==> config.mk <==
export PLATFORM = sky130hd
export DESIGN_NAME = frwt_cell
export DESIGN_NICKNAME = d
export VERILOG_FILES = /design/src/sv/frwt_pkg.sv /design/src/sv/frwt_cell.sv
export SDC_FILE = /design/constraint.sdc
export NUM_CORES = 1
export LEC_CHECK = 0
export ABC_AREA = 1
export BUFFER_PORTS_ARGS = -buffer_cell sky130_fd_sc_hd__buf_2
export CORE_AREA = 3 3 119 121
export DETAILED_ROUTE_END_ITERATION = 7
export DIE_AREA = 0 0 122 124
export REMOVE_ABC_BUFFERS = 1
export SKIP_LAST_GASP = 1
export SLEW_MARGIN = 10
export SYNTH_ARGS = -nofsm -noshare
export SYNTH_HDL_FRONTEND = slang
export SYNTH_SLANG_ARGS = --single-unit
==> constraint.sdc <==
create_clock -name clk_i -period 5 [get_ports clk_i]
set_clock_uncertainty 0.2 [all_clocks]
set_input_delay 0.5 -clock clk_i [delete_from_list [all_inputs] [get_ports clk_i]]
set_output_delay 0.5 -clock clk_i [all_outputs]
set_load 0.01 [all_outputs]
==> src/sv/frwt_pkg.sv <==
`timescale 1ns / 1ps
// ----------------------------------------------------------------------------
// frwt_pkg
// Shared constants and types of the fractional rank unit.
// ----------------------------------------------------------------------------
package frwt_pkg;

  localparam int unsigned VALUE_IN_BITS  = 32;
  localparam int unsigned INDEX_BITS     = 6;
  localparam int unsigned RANK_BITS      = 8;
  localparam int unsigned MAX_ITEMS_DEF  = 64;
  localparam int unsigned VALUE_BITS_DEF = 32;

  // Per-cycle commands from the sequencer to every cell of the chain
  typedef struct packed {
    logic load;    // write the incoming item into the addressed cell
    logic rotate;  // compare against the passing value, then pass it on
    logic shift;   // move ranks one cell towards the output
  } ctrl_t;

endpackage

==> src/sv/frwt_cell.sv <==
`timescale 1ns / 1ps
// ----------------------------------------------------------------------------
// frwt_cell
// One element of the ranking chain: holds a stored value, a value passing
// round the ring, and the doubled rank built up from the comparisons.
// ----------------------------------------------------------------------------
module frwt_cell #(
  parameter int unsigned IDX        = 0,
  parameter int unsigned CNT_W      = 7,
  parameter int unsigned STORE_BITS = 32
) (
  input  logic                              clk_i,
  input  frwt_pkg::ctrl_t                   ctrl_i,
  input  logic [CNT_W-1:0]                  count_i,
  input  logic [STORE_BITS-1:0]             value_i,
  input  logic [STORE_BITS-1:0]             circ_next_i,
  input  logic [STORE_BITS-1:0]             circ_head_i,
  input  logic [frwt_pkg::RANK_BITS-1:0]    rank_next_i,
  output logic [STORE_BITS-1:0]             circ_o,
  output logic [frwt_pkg::RANK_BITS-1:0]    rank_o
);

  logic [STORE_BITS-1:0]          val_q;
  logic [STORE_BITS-1:0]          circ_q;
  logic [frwt_pkg::RANK_BITS-1:0] rank_q;
  logic                           sel;
  logic                           next_active;
  logic [frwt_pkg::RANK_BITS-1:0] inc;

  assign sel         = ctrl_i.load && (count_i == CNT_W'(IDX));
  // The ring closes after the last loaded cell: wrap back to cell 0 there
  assign next_active = CNT_W'(IDX + 1) < count_i;

  always_comb begin
    if ($signed(circ_q) < $signed(val_q)) begin
      inc = frwt_pkg::RANK_BITS'(2);
    end else if (circ_q == val_q) begin
      inc = frwt_pkg::RANK_BITS'(1);
    end else begin
      inc = '0;
    end
  end

  always_ff @(posedge clk_i) begin
    if (sel) begin
      val_q  <= value_i;
      circ_q <= value_i;
      rank_q <= frwt_pkg::RANK_BITS'(1);
    end else if (ctrl_i.rotate) begin
      circ_q <= next_active ? circ_next_i : circ_head_i;
      rank_q <= rank_q + inc;
    end else if (ctrl_i.shift) begin
      rank_q <= rank_next_i;
    end
  end

  assign circ_o = circ_q;
  assign rank_o = rank_q;

endmodule

==> results by group <==
Synth
  – Cells after Synth: 391
  – Synth unique cells: 27
  – Synthesized area: 3960 um^2
  – Synth Warn #: 0
  – Post-synthesis async set-or-reset flop share: 0%
  – Seq/Total Area, Yosys: 52.6%
  – Primary FF master, synth: edfxtp_1
  – Synthesized area per cell: 10.1 um^2
  – Post-synthesis sequential element count: 72
  – Post-synth EDFFs: 64

Power and ir drop
  – Net switching power: 0.000370 W
  – Power per cell area: 298 nW/um^2
  – Sequential power share: 46.7%
  – Leakage power: 2.56 nW
  – Worst VDD drop: 169 uV
  – Sw frac: 23.9%
  – Clock power share: 39.6%
  – Internal power: 0.00118 W
  – Gate power share: 13.7%

Setup path
  – Origin of the critical flop-to-flop path: circ_o[21]
  – CP Class: flip-flop to flip-flop
  – Critical path's top delay family: simple AND/OR/NAND/NOR gates
  – Slowest cell delay on critical path: 390 ps
  – Crit Path Max Fanout: 3
  – Critical-path cell list: ha_1 > a21oi_1 > nor2_1 > nor2_1 > nand3_1 > a21oi_1 > nand2_1 > nand2_1 > nand2_1 > nor2_1 > ha_1 > nand2_1 > a21boi_0 > nand3_1 > nor2_1 > nand2_1 > nand2_1 > nand3_1 > nand2_1 > a21oi_1
  – CP Launch Point: circ_o[21]
  – Worst Path Arrival: 3300 ps
  – CP max stage cell: edfxtp_1
  – Crit end category: flip-flop
  – WP buf/inv: 0
  – Most used cell, CP: nand2_1
  – CP Launch Type: flip-flop
  – CP required: 4970 ps

Timing
  – Final period utilization: 66.5%
  – Tightest Pin Transition: 984 ps
  – Final min period: 3320 ps
  – Final WS setup: 1680 ps
  – RSZ-0062 raised after global routing: false
  – Final Max Tran Viols: 0
  – Fmax achieved: 301 MHz
  – Final setup violation count: 0
  – Slew Limit Headroom: 34.4%
  – Final Hold Fails: 0
  – Total Neg Setup Slack: 0 ps

Layout
  – Commonest non-fill, non-tap cell in the layout: buf_2
  – Layout cell share with drive strength beyond 1: 30.8%
  – Final nets: 697
  – Design area: 5200 um^2
  – Most frequent cells in the layout: 154 x buf_2, 92 x nand2_1, 64 x edfxtp_1, 47 x inv_1, 34 x ha_1
  – Core Util, Final: 39.4%
  – Layout area overhead: 31.4%

Flow run
  – # Max-Cap Violations: 0

Detailed routing
  – First-pass DRT Iterations: 4
  – Vias: 3159
  – Post-Route WL: 9520 um
  – ANT nets after route: 0
  – Number of DRC markers in iteration 0: 127
  – DR WL/cell: 13.1 um
  – DR vias/cell: 4.33
  – Drt drc: 0

Global route
  – Initial antenna violation count: 0
  – Vias in the first global route: 3087
  – Aggregate global-route resource usage: 12.6%
  – Grt total ovfl: 0
  – First-pass GRT wire length: 14500 um
  – Largest net degree at the start of global routing: 104

Placed design
  – Post-DP Area: 4910 um^2
  – DP Wirelength: 7240 um
  – Routability cong.: 0.747
  – Port Buffers: 154
  – Worst slack at placement: 1660 ps

Clock tree
  – Cts hold-fix bufs: 0
  – TritonCTS clock tree: built
  – H-tree depth: 3
  – Clk root buf: clkbuf_16
  – CTS resizes: 0
  – Num Clock Sinks: 72
  – Clk Latency, worst-skew pair: 330 ps
  – Setup Buffers After CTS: 0
  – CTS clk-pin slew, worst paths: 50 ps
  – CTS buffer count: 9
  – CTS Buffer Depth: 2

Die
  – Die width: 122 um
  – Die ar.: 15100 um^2
  – Row count: 42
  – Number of I/O pins: 155
  – Placeable Area: 13200 um^2
  – Die Height: 124 um
  – Initial Util: 30.0%

Status
  – Status: completed

Min path
  – HP Start: value_i[3]
  – HP Class: input port to flip-flop
## flip-flops by register name, summed over array words and instances (netlist names)
| signal | flops |
|---|---|
| rank_o | 8 |
| circ_o | 32 |
| val_q | 32 |
## per-layer routing
layer | vias to the layer above | track usage (%) | wire length [um]
met2 | 108 | 22.2 | 4590
met5 | - | 0 | 0
met4 | 0 | 5.25 | 168
met3 | 14 | 4.09 | 759
met1 | 1376 | 14.2 | 3990
li1 | 1661 | - | -
## cell type report
type,instances,area [um^2]
antenna,1,2.50
clock buffer,12,236
clock inverter,4,45.0
fill,1366,7990
inverter,47,176
multi-input combinational,261,1650
sequential,72,2080
tap,176,220
timing repair buffer,156,786
## cell families after synthesis
group                    count (synthesis)  share of synthesized area [%]
multiplexers                            32                           8.10
adder cells (fa/ha/maj)                 35                           11.3
XOR/XNOR                                 2                          0.443
AND/OR/NAND/NOR                        130                           13.4
buffers and inverters                   58                           5.76
AO/OA/AOI/OAI                           62                           8.38
flip-flops                              72                           52.6
## worst paths after layout
path / end / slack (ps) / cells after the start
setup / recovery: rank_o[7] / 1680 / 20
setup reg to reg: rank_o[7] / 1680 / 20
hold / removal: val_q[3] / 150 / 1
hold reg to reg: rank_o[7] / 290 / 2
## cell usage after synthesis, types with 2 or more instances
cell type  instances  area, um^2
buf_2              8        40.0
edfxtp_1          64        1920
a21oi_1           16        80.1
nand3_1            7        35.0
nor2_1            22        82.6
ha_1              34         425
inv_1             47         176
dfxtp_1            8         160
xor2_1             2        17.5
a31oi_1            4        25.0
nand2_1           93         349
o21ai_0           33         165
o21ai_1            3        15.0
clkbuf_1           3        11.3
mux2i_1           32         320
nand4_1            4        25.0
## power groups by stage
stage	logic (W)	clock network, W	registers [W]
6_report	0.000212	0.000614	0.000723
5_1_grt	0.000245	0.000656	0.000729
4_1_cts	0.000217	0.000635	0.000724
3_5_place_dp	0.000215	0	0.000736
3_3_place_gp	0.000210	0	0.000733
2_1_floorplan	0.0000887	0	0.000747
## stage by stage
step / cells / hold WS, ps / power (W)
4_1_cts: 728 / 137 / 0.00158
5_1_grt: 728 / 141 / 0.00163
3_3_place_gp: 712 / 278 / 0.000944
6_report: 729 / 155 / 0.00155
3_5_place_dp: 712 / 286 / 0.000952
2_1_floorplan: 380 / 308 / 0.000836
(Power assumes the default switching activity.)
