[src/sv/frwt_pkg.sv]
`timescale 1ns / 1ps
// ----------------------------------------------------------------------------
// frwt_pkg
// Shared constants and types of the fractional rank unit.
// ----------------------------------------------------------------------------
package frwt_pkg;

  localparam int unsigned VALUE_IN_BITS  = 32;
  localparam int unsigned INDEX_BITS     = 6;
  localparam int unsigned RANK_BITS      = 8;
  localparam int unsigned MAX_ITEMS_DEF  = 64;
  localparam int unsigned VALUE_BITS_DEF = 32;

  // Per-cycle commands from the sequencer to every cell of the chain
  typedef struct packed {
    logic load;    // write the incoming item into the addressed cell
    logic rotate;  // compare against the passing value, then pass it on
    logic shift;   // move ranks one cell towards the output
  } ctrl_t;

endpackage

[src/sv/frwt_ctrl.sv]
`timescale 1ns / 1ps
// ----------------------------------------------------------------------------
// frwt_ctrl
// Sequencer of the ranking chain: load, rotate for one full turn, emit.
// ----------------------------------------------------------------------------
module frwt_ctrl #(
  parameter int unsigned MAX_ITEMS = frwt_pkg::MAX_ITEMS_DEF,
  parameter int unsigned CNT_W     = $clog2(MAX_ITEMS + 1)
) (
  input  logic                            clk_i,
  input  logic                            rst_ni,
  input  logic                            in_valid_i,
  input  logic                            in_last_i,
  output logic                            in_ready_o,
  output logic                            out_valid_o,
  input  logic                            out_ready_i,
  output logic [frwt_pkg::INDEX_BITS-1:0] index_o,
  output logic                            final_o,
  output logic                            overflow_o,
  output frwt_pkg::ctrl_t                 ctrl_o,
  output logic [CNT_W-1:0]                count_o
);

  typedef enum logic [1:0] {
    S_LOAD,
    S_RANK,
    S_EMIT
  } state_e;

  state_e           state_q;
  logic [CNT_W-1:0] count_q;
  logic [CNT_W-1:0] step_q;
  logic             ovf_q;
  logic             in_acc;
  logic             out_acc;
  logic             full;

  assign in_ready_o  = (state_q == S_LOAD);
  assign out_valid_o = (state_q == S_EMIT);
  assign in_acc      = in_valid_i && in_ready_o;
  assign out_acc     = out_valid_o && out_ready_i;
  assign full        = (count_q == CNT_W'(MAX_ITEMS));

  assign ctrl_o.load   = in_acc && !full;
  assign ctrl_o.rotate = (state_q == S_RANK);
  assign ctrl_o.shift  = out_acc;

  assign count_o    = count_q;
  assign index_o    = frwt_pkg::INDEX_BITS'(step_q);
  assign final_o    = (step_q == count_q - CNT_W'(1));
  assign overflow_o = ovf_q;

  always_ff @(posedge clk_i or negedge rst_ni) begin
    if (!rst_ni) begin
      state_q <= S_LOAD;
      count_q <= '0;
      step_q  <= '0;
      ovf_q   <= 1'b0;
    end else begin
      case (state_q)
        S_LOAD: begin
          if (in_acc) begin
            if (full) begin
              ovf_q <= 1'b1;
            end else begin
              count_q <= count_q + CNT_W'(1);
            end
            if (in_last_i) begin
              state_q <= S_RANK;
              step_q  <= '0;
            end
          end
        end
        S_RANK: begin
          // One turn of the ring: every cell sees every loaded value once
          if (step_q == count_q - CNT_W'(1)) begin
            state_q <= S_EMIT;
            step_q  <= '0;
          end else begin
            step_q <= step_q + CNT_W'(1);
          end
        end
        S_EMIT: begin
          if (out_acc) begin
            if (final_o) begin
              state_q <= S_LOAD;
              count_q <= '0;
              ovf_q   <= 1'b0;
              step_q  <= '0;
            end else begin
              step_q <= step_q + CNT_W'(1);
            end
          end
        end
        default: begin
          state_q <= S_LOAD;
        end
      endcase
    end
  end

endmodule

[config.mk]
export PLATFORM = sky130hd
export DESIGN_NAME = frwt_ctrl
export DESIGN_NICKNAME = d
export VERILOG_FILES = /design/src/sv/frwt_pkg.sv /design/src/sv/frwt_ctrl.sv
export SDC_FILE = /design/constraint.sdc
export NUM_CORES = 1
export LEC_CHECK = 0
export ABC_AREA = 1
export BUFFER_PORTS_ARGS = -buffer_cell sky130_fd_sc_hd__buf_2
export CORE_MARGIN = 3
export CORE_UTILIZATION = 35
export CTS_CLUSTER_DIAMETER = 150
export DETAILED_ROUTE_END_ITERATION = 7
export PLACE_DENSITY_LB_ADDON = 0.25
export SYNTH_ARGS = -nofsm -noshare
export SYNTH_HDL_FRONTEND = slang
export SYNTH_SLANG_ARGS = --single-unit
[constraint.sdc]
create_clock -name clk_i -period 3.65 [get_ports clk_i]
set_clock_uncertainty 0.1 [all_clocks]
set_input_delay 0.73 -clock clk_i [delete_from_list [all_inputs] [get_ports clk_i]]
set_output_delay 0.73 -clock clk_i [all_outputs]
set_load 0.03 [all_outputs]
==> run metrics, run 1 <==
status=finished clean; Place WS=0.980 ns; r2r endpoint=step_q[5]; Design Power=1.24 mW; DRT iter0 DRCs=51; worst-path fanout max=7; CTS tree=done; initial antenna violation count=0; sequential area share after synthesis=0.323; FF+latch count, synth=17; antenna viol nets, final=0; reg2reg start=state_q[0]; H-tree levels=1; clock root buffer=clkbuf_8; complex-gate fraction of the synthesized area=0.0798; IO buf count=24; syn_area_per_cell=7.19 um2; grt ovf=0; TritonCTS buffer count=3; DIE AREA=4530 um2; register clock-pin slew on the reported worst setup and hold paths=around 0.070 ns; Total GRT Usage=0.138; cell row count=21; Vias=~1100; first-pass GRT wire length=4.75 mm; M3 GR Usage=0.0449; CP endpoint kind=output pin; detailed-placement wirelength estimate=2.20 mm; Setup Crit Path Kind=flop to output pin; Post-Route Setup TNS=0 ns; reg-to-reg slack, setup=1.55 ns; Final Hold Fails=0; layout net count=216; P per Cell Area=842 nW/um2; CTS Hold Bufs=0; busiest layer in global routing=met2; Clock Tree Buf Depth=2; Req. time, crit path=2.82 ns; RSZ-0062 raised after global routing=false; final non-filler cell total=248; CTS resizes=0; I/O pin cnt=25; Post-Place Cells=244; synthesized area=~1300 um2; Max Fclk=341 MHz; filler instances=388; Placed Area=1430 um2; post-CTS setup buffer count=0; Via density=4.38; Syn Inst Count=between 150 and 200; vias in the first global route=slightly above 1000; largest net degree at the start of global routing=18; YS warnings=0; # diodes=0; Yosys cell types=24; GR Util met1=0.196; per-cell routed wire length=11.1 um; slew at the pin closest to its max-slew limit=roughly 0.53 ns; leak pwr=0.811 nW; fin area=1470 um2; total iterations of the first detailed-routing run=4; RePlAce Congestion=between 0.8 and 0.9; XOR/XNOR Fraction of Synth Area=0.0665; reg2reg path depth=7; layout cells sized above 1=0.198; Critical Path Source Type=flop; simple-gate portion of the synthesized area=0.322; Final Max Tran Viols=0; Starting Density=0.380; Min-Delay Path Class=input pin to asynchronous set/reset pin; Worst slew margin=0.646; # DRC=0; Placeable Area=between 3000 and 4000 um2; Skew-Pair Late Insertion Delay=0.26 ns; max-cap violations=0; Die Y=67.3 um; wirelength, routed=2.75 mm; mux contribution to synthesized area=0; Final Util=0.424; met2 usage in global routing=0.206; Hold Slack=about 0.28 ns; setup violators final=0; Final WS setup=0.722 ns; Max IR drop VDD=0.000509 V; part of the cycle the worst path needs=0.802; largest family of logic cells by synthesized area=simple AND/OR/NAND/NOR gates; die span in x=just under 70 um; worst path arrival time=2.10 ns; TritonCTS Sinks=17; Syn Nets=196; fin crit period=2.93 ns; adder-cell share of the synthesized area=0.0760; synth-to-layout area growth=11.8%
## cell families (layout without fill, tap and decap cells)
logic type / Yosys count / count (layout)
adders and majority gates: 8 / 8
buffers and inverters: 37 / 56
and+or+nand+nor: 92 / 92
xor gates and xnor gates: 10 / 10
DFF: 17 / 17
AOI/OAI and AO/OA: 19 / 19
## final cells by class
cell class	instances	area, um2	area share
Clock buffer	3	41.3	0.0281
Clock inverter	1	5.00	0.00340
Inverter	28	105	0.0714
Multi-Input combinational cell	129	717	0.487
Sequential cell	17	425	0.289
Tap cell	46	57.6	0.0391
Timing Repair Buffer	24	120	0.0816
## sequential cells by signal (all words and copies together), names as in the netlist
name and count:
overflow_o 1, state_q 2, count_o 7, step_q 7
## cells in the mapped netlist
cell type / count / share of area
a21oi_1: 4 / 0.015
buf_4: 7 / 0.040
buf_6: 1 / 0.0086
clkbuf_2: 1 / 0.0038
dfrtp_1: 17 / 0.32
ha_1: 8 / 0.076
inv_1: 28 / 0.080
nand2_1: 55 / 0.16
nand2_2: 1 / 0.0048
nand2_4: 2 / 0.017
nand3_1: 10 / 0.038
nand3_2: 2 / 0.015
nand4_1: 4 / 0.019
nor2_1: 10 / 0.029
nor2_2: 4 / 0.019
nor2_4: 1 / 0.0086
nor3_1: 2 / 0.0076
nor3_2: 1 / 0.0076
o21ai_0: 2 / 0.0076
o21ai_1: 7 / 0.027
o21ai_2: 1 / 0.0067
o22ai_1: 5 / 0.024
xnor2_1: 2 / 0.013
xor2_1: 8 / 0.053
## worst max path at each step
stage	from	to	cells past startpoint
final	count_o[0]	final_o	12
after detailed placement	count_o[0]	final_o	12
after CTS	count_o[0]	final_o	12
after global placement	count_o[0]	final_o	12
after floorplan	count_o[0]	final_o	11
after global routing	count_o[0]	final_o	12
## layer usage
layer  wire, um  vias to the layer above
li1           -                      601
met1       1440                      465
met2       1180                       19
met3        123                        2
met4         13                        0
met5          0                        -
## placed cells by master (no fill, tap or decap), drive strengths merged
master | netlist | routed
nand2 | 58 | 58
inv | 28 | 28
buf | 8 | 24
dfrtp | 17 | 17
nor2 | 15 | 15
nand3 | 12 | 12
o21ai | 10 | 10
xor2 | 8 | 8
ha | 8 | 8
o22ai | 5 | 5
nand4 | 4 | 4
a21oi | 4 | 4
clkbuf | 1 | 3
nor3 | 3 | 3
xnor2 | 2 | 2
clkinv | 0 | 1
## power breakdown
group	total [mW]	switching [mW]	internal [mW]
clock	0.144	0.0678	0.0758
combinational	0.760	0.516	0.244
sequential	0.336	0.0912	0.244
total	1.24	0.675	0.564
## critical path, stage by stage (launching register included)
cell	delay, ns
dfrtp_1	0.45
inv_1	0.14
ha_1	0.33
inv_1	0.08
nand2_1	0.05
nand2_1	0.05
nand2_1	0.04
nor2_1	0.09
nand2_1	0.07
nor2_2	0.11
nand2_1	0.11
inv_1	0.10
buf_2	0.20
(Power assumes the default switching activity.)
==> inputs of run 2 (changes only) <==
clock period = 2.65 ns   (was 3.65 ns; I/O delays follow)
==> run metrics, run 2 (synthesis results as in run 1) <==
TritonCTS buffer count=3 (unchanged); Placed Area=1430 um2 (about the same); Place WS=0.275 ns (was 0.980 ns); Final WS setup=0.145 ns (was 0.722 ns); Final Max Tran Viols=0 (unchanged); Final Hold Fails=0 (unchanged); max-cap violations=0 (unchanged); vias in the first global route=1080 (was 1033); Die Y=67.3 um (unchanged); most common cell after layout, fill and taps aside=nand2_1 (unchanged); slew at the pin closest to its max-slew limit=0.514 ns (was 0.527 ns); Via density=4.66 (was 4.38); most frequent cells in the layout=54 x nand2_1, 25 x inv_1, 23 x buf_2 (was 55 x nand2_1, 28 x inv_1, 24 x buf_2); Starting Density=0.380 (unchanged); Req. time, crit path=2.02 ns (was 2.82 ns); WL met2=1.42 mm (was 1.18 mm); total iterations of the first detailed-routing run=4 (unchanged); met1 wire length=1.42 mm (was 1.44 mm); layout net count=219 (was 216); I/O pin cnt=25 (unchanged); DRT iter0 DRCs=47 (was 51); Critical Path Source Type=flop (unchanged); Worst slew margin=0.655 (was 0.646); Vias=1169 (was 1087); Hold Slack=0.0924 ns (was 0.285 ns); H-tree levels=1 (unchanged); Skew-Pair Late Insertion Delay=0.26 ns (about the same); cell row count=21 (unchanged); Max Fclk=between 300 and 400 MHz; worst path arrival time=1.88 ns (was 2.10 ns); grt ovf=0 (unchanged); setup violators final=0 (unchanged); DIE AREA=4530 um2 (unchanged); wirelength, routed=3.01 mm (was 2.75 mm); Clock Tree Buf Depth=2 (unchanged); largest net degree at the start of global routing=18 (unchanged); synth-to-layout area growth=14.4% (was 11.8%); fin crit period=2.51 ns; P per Cell Area=1190 nW/um2 (was 842 nW/um2); antenna viol nets, final=0 (unchanged); leak pwr=0.821 nW (was 0.811 nW); clock root buffer=clkbuf_8 (unchanged); # DRC=0 (unchanged); TritonCTS Sinks=17 (unchanged); Total GRT Usage=0.144 (was 0.138); per-cell routed wire length=12.0 um (was 11.1 um); Placeable Area=3470 um2 (unchanged); DR WL met3=150 um (was 123 um); layout cells sized above 1=0.239 (was 0.198); first-pass GRT wire length=4.87 mm (was 4.75 mm); part of the cycle the worst path needs=0.945; Min-Delay Path Class=input pin to asynchronous set/reset pin (unchanged); Max IR drop VDD=0.000610 V (was 0.000509 V); IO buf count=24 (unchanged); CP endpoint kind=output pin (unchanged); status=finished clean (unchanged); # diodes=0 (unchanged); CTS tree=done (unchanged); fin area=1510 um2 (was 1470 um2); DR top layer=met4 (unchanged); die span in x=67.3 um (unchanged); CTS Hold Bufs=0 (unchanged); detailed-placement wirelength estimate=2.29 mm (was 2.20 mm); register clock-pin slew on the reported worst setup and hold paths=0.07 ns (about the same); RePlAce Congestion=0.865 (was 0.819); worst-path fanout max=4 (was 7); Setup Crit Path Kind=flop to output pin (unchanged); initial antenna violation count=0 (unchanged)
==> run 2: cell count changes in the layout (fill, tap and decap cells not counted), sizes merged <==
cell  delta
buf      +3
==> run 2: critical path: stages (launching register included) <==
cell     delay, ns
dfrtp_2       0.40
inv_2         0.05
ha_1          0.22
inv_1         0.07
nand2_1       0.07
nand3_1       0.12
nand2_1       0.06
nor2_1        0.08
nand2_1       0.08
nor2_2        0.16
nand2_2       0.10
inv_2         0.08
buf_6         0.13
==> run 2: per-stage QoR <==
| step | power, mW | util | instances | TNS (ns) |
|---|---|---|---|---|
| floorplan | 1.31 | - | 183 | 0 |
| global placement | 1.53 | 0.413 | 245 | 0 |
| detailed placement | 1.54 | 0.413 | 245 | 0 |
| CTS | 1.76 | 0.427 | 249 | 0 |
| global route | 1.96 | 0.434 | 251 | -0.0143 |
| finish | 1.79 | 0.434 | 251 | 0 |
==> run 2: layout make-up <==
type | count | area (um2)
Fill cell | 372 | 1960
Clock inverter | 1 | 5.00
Sequential cell | 17 | 427
Inverter | 28 | 105
Clock buffer | 3 | 41.3
Tap cell | 46 | 57.6
Timing Repair Buffer | 27 | 149
Multi-Input combinational cell | 129 | 722
==> run 2: path summary, 6_finish.rpt <==
check | from | to | slack [ns] | cells past startpoint
hold reg to reg | overflow_o | overflow_o | 0.38 | 2
setup / recovery | count_o[1] | final_o | 0.14 | 12
max in group asynchronous | rst_ni | count_o[1] | 2.05 | 1
hold / removal | rst_ni | step_q[1] | 0.09 | 1
min in group clk_i | overflow_o | overflow_o | 0.38 | 2
setup reg to reg | state_q[0] | step_q[3] | 0.57 | 7
==> run 2: metal layers <==
layer  up-vias  GRT usage
met1       524      0.191
li1        616          -
met5         -          0
met4         0     0.0380
met2        27      0.232
met3         2     0.0366
==> run 2: what timing repair did <==
action / in CTS / in global routing
pin swaps: 0 / 1
buffers inserted: 0 / 2
endpoints found under the hold margin: 0 / 0
setup endpoints to repair: 1 / 1
resized for setup: 1 / 8
==> run 2: power by group <==
group	switching, mW	internal, mW	total, mW
Combinational	0.760	0.379	1.14
Clock	0.0938	0.104	0.198
Sequential	0.114	0.338	0.452
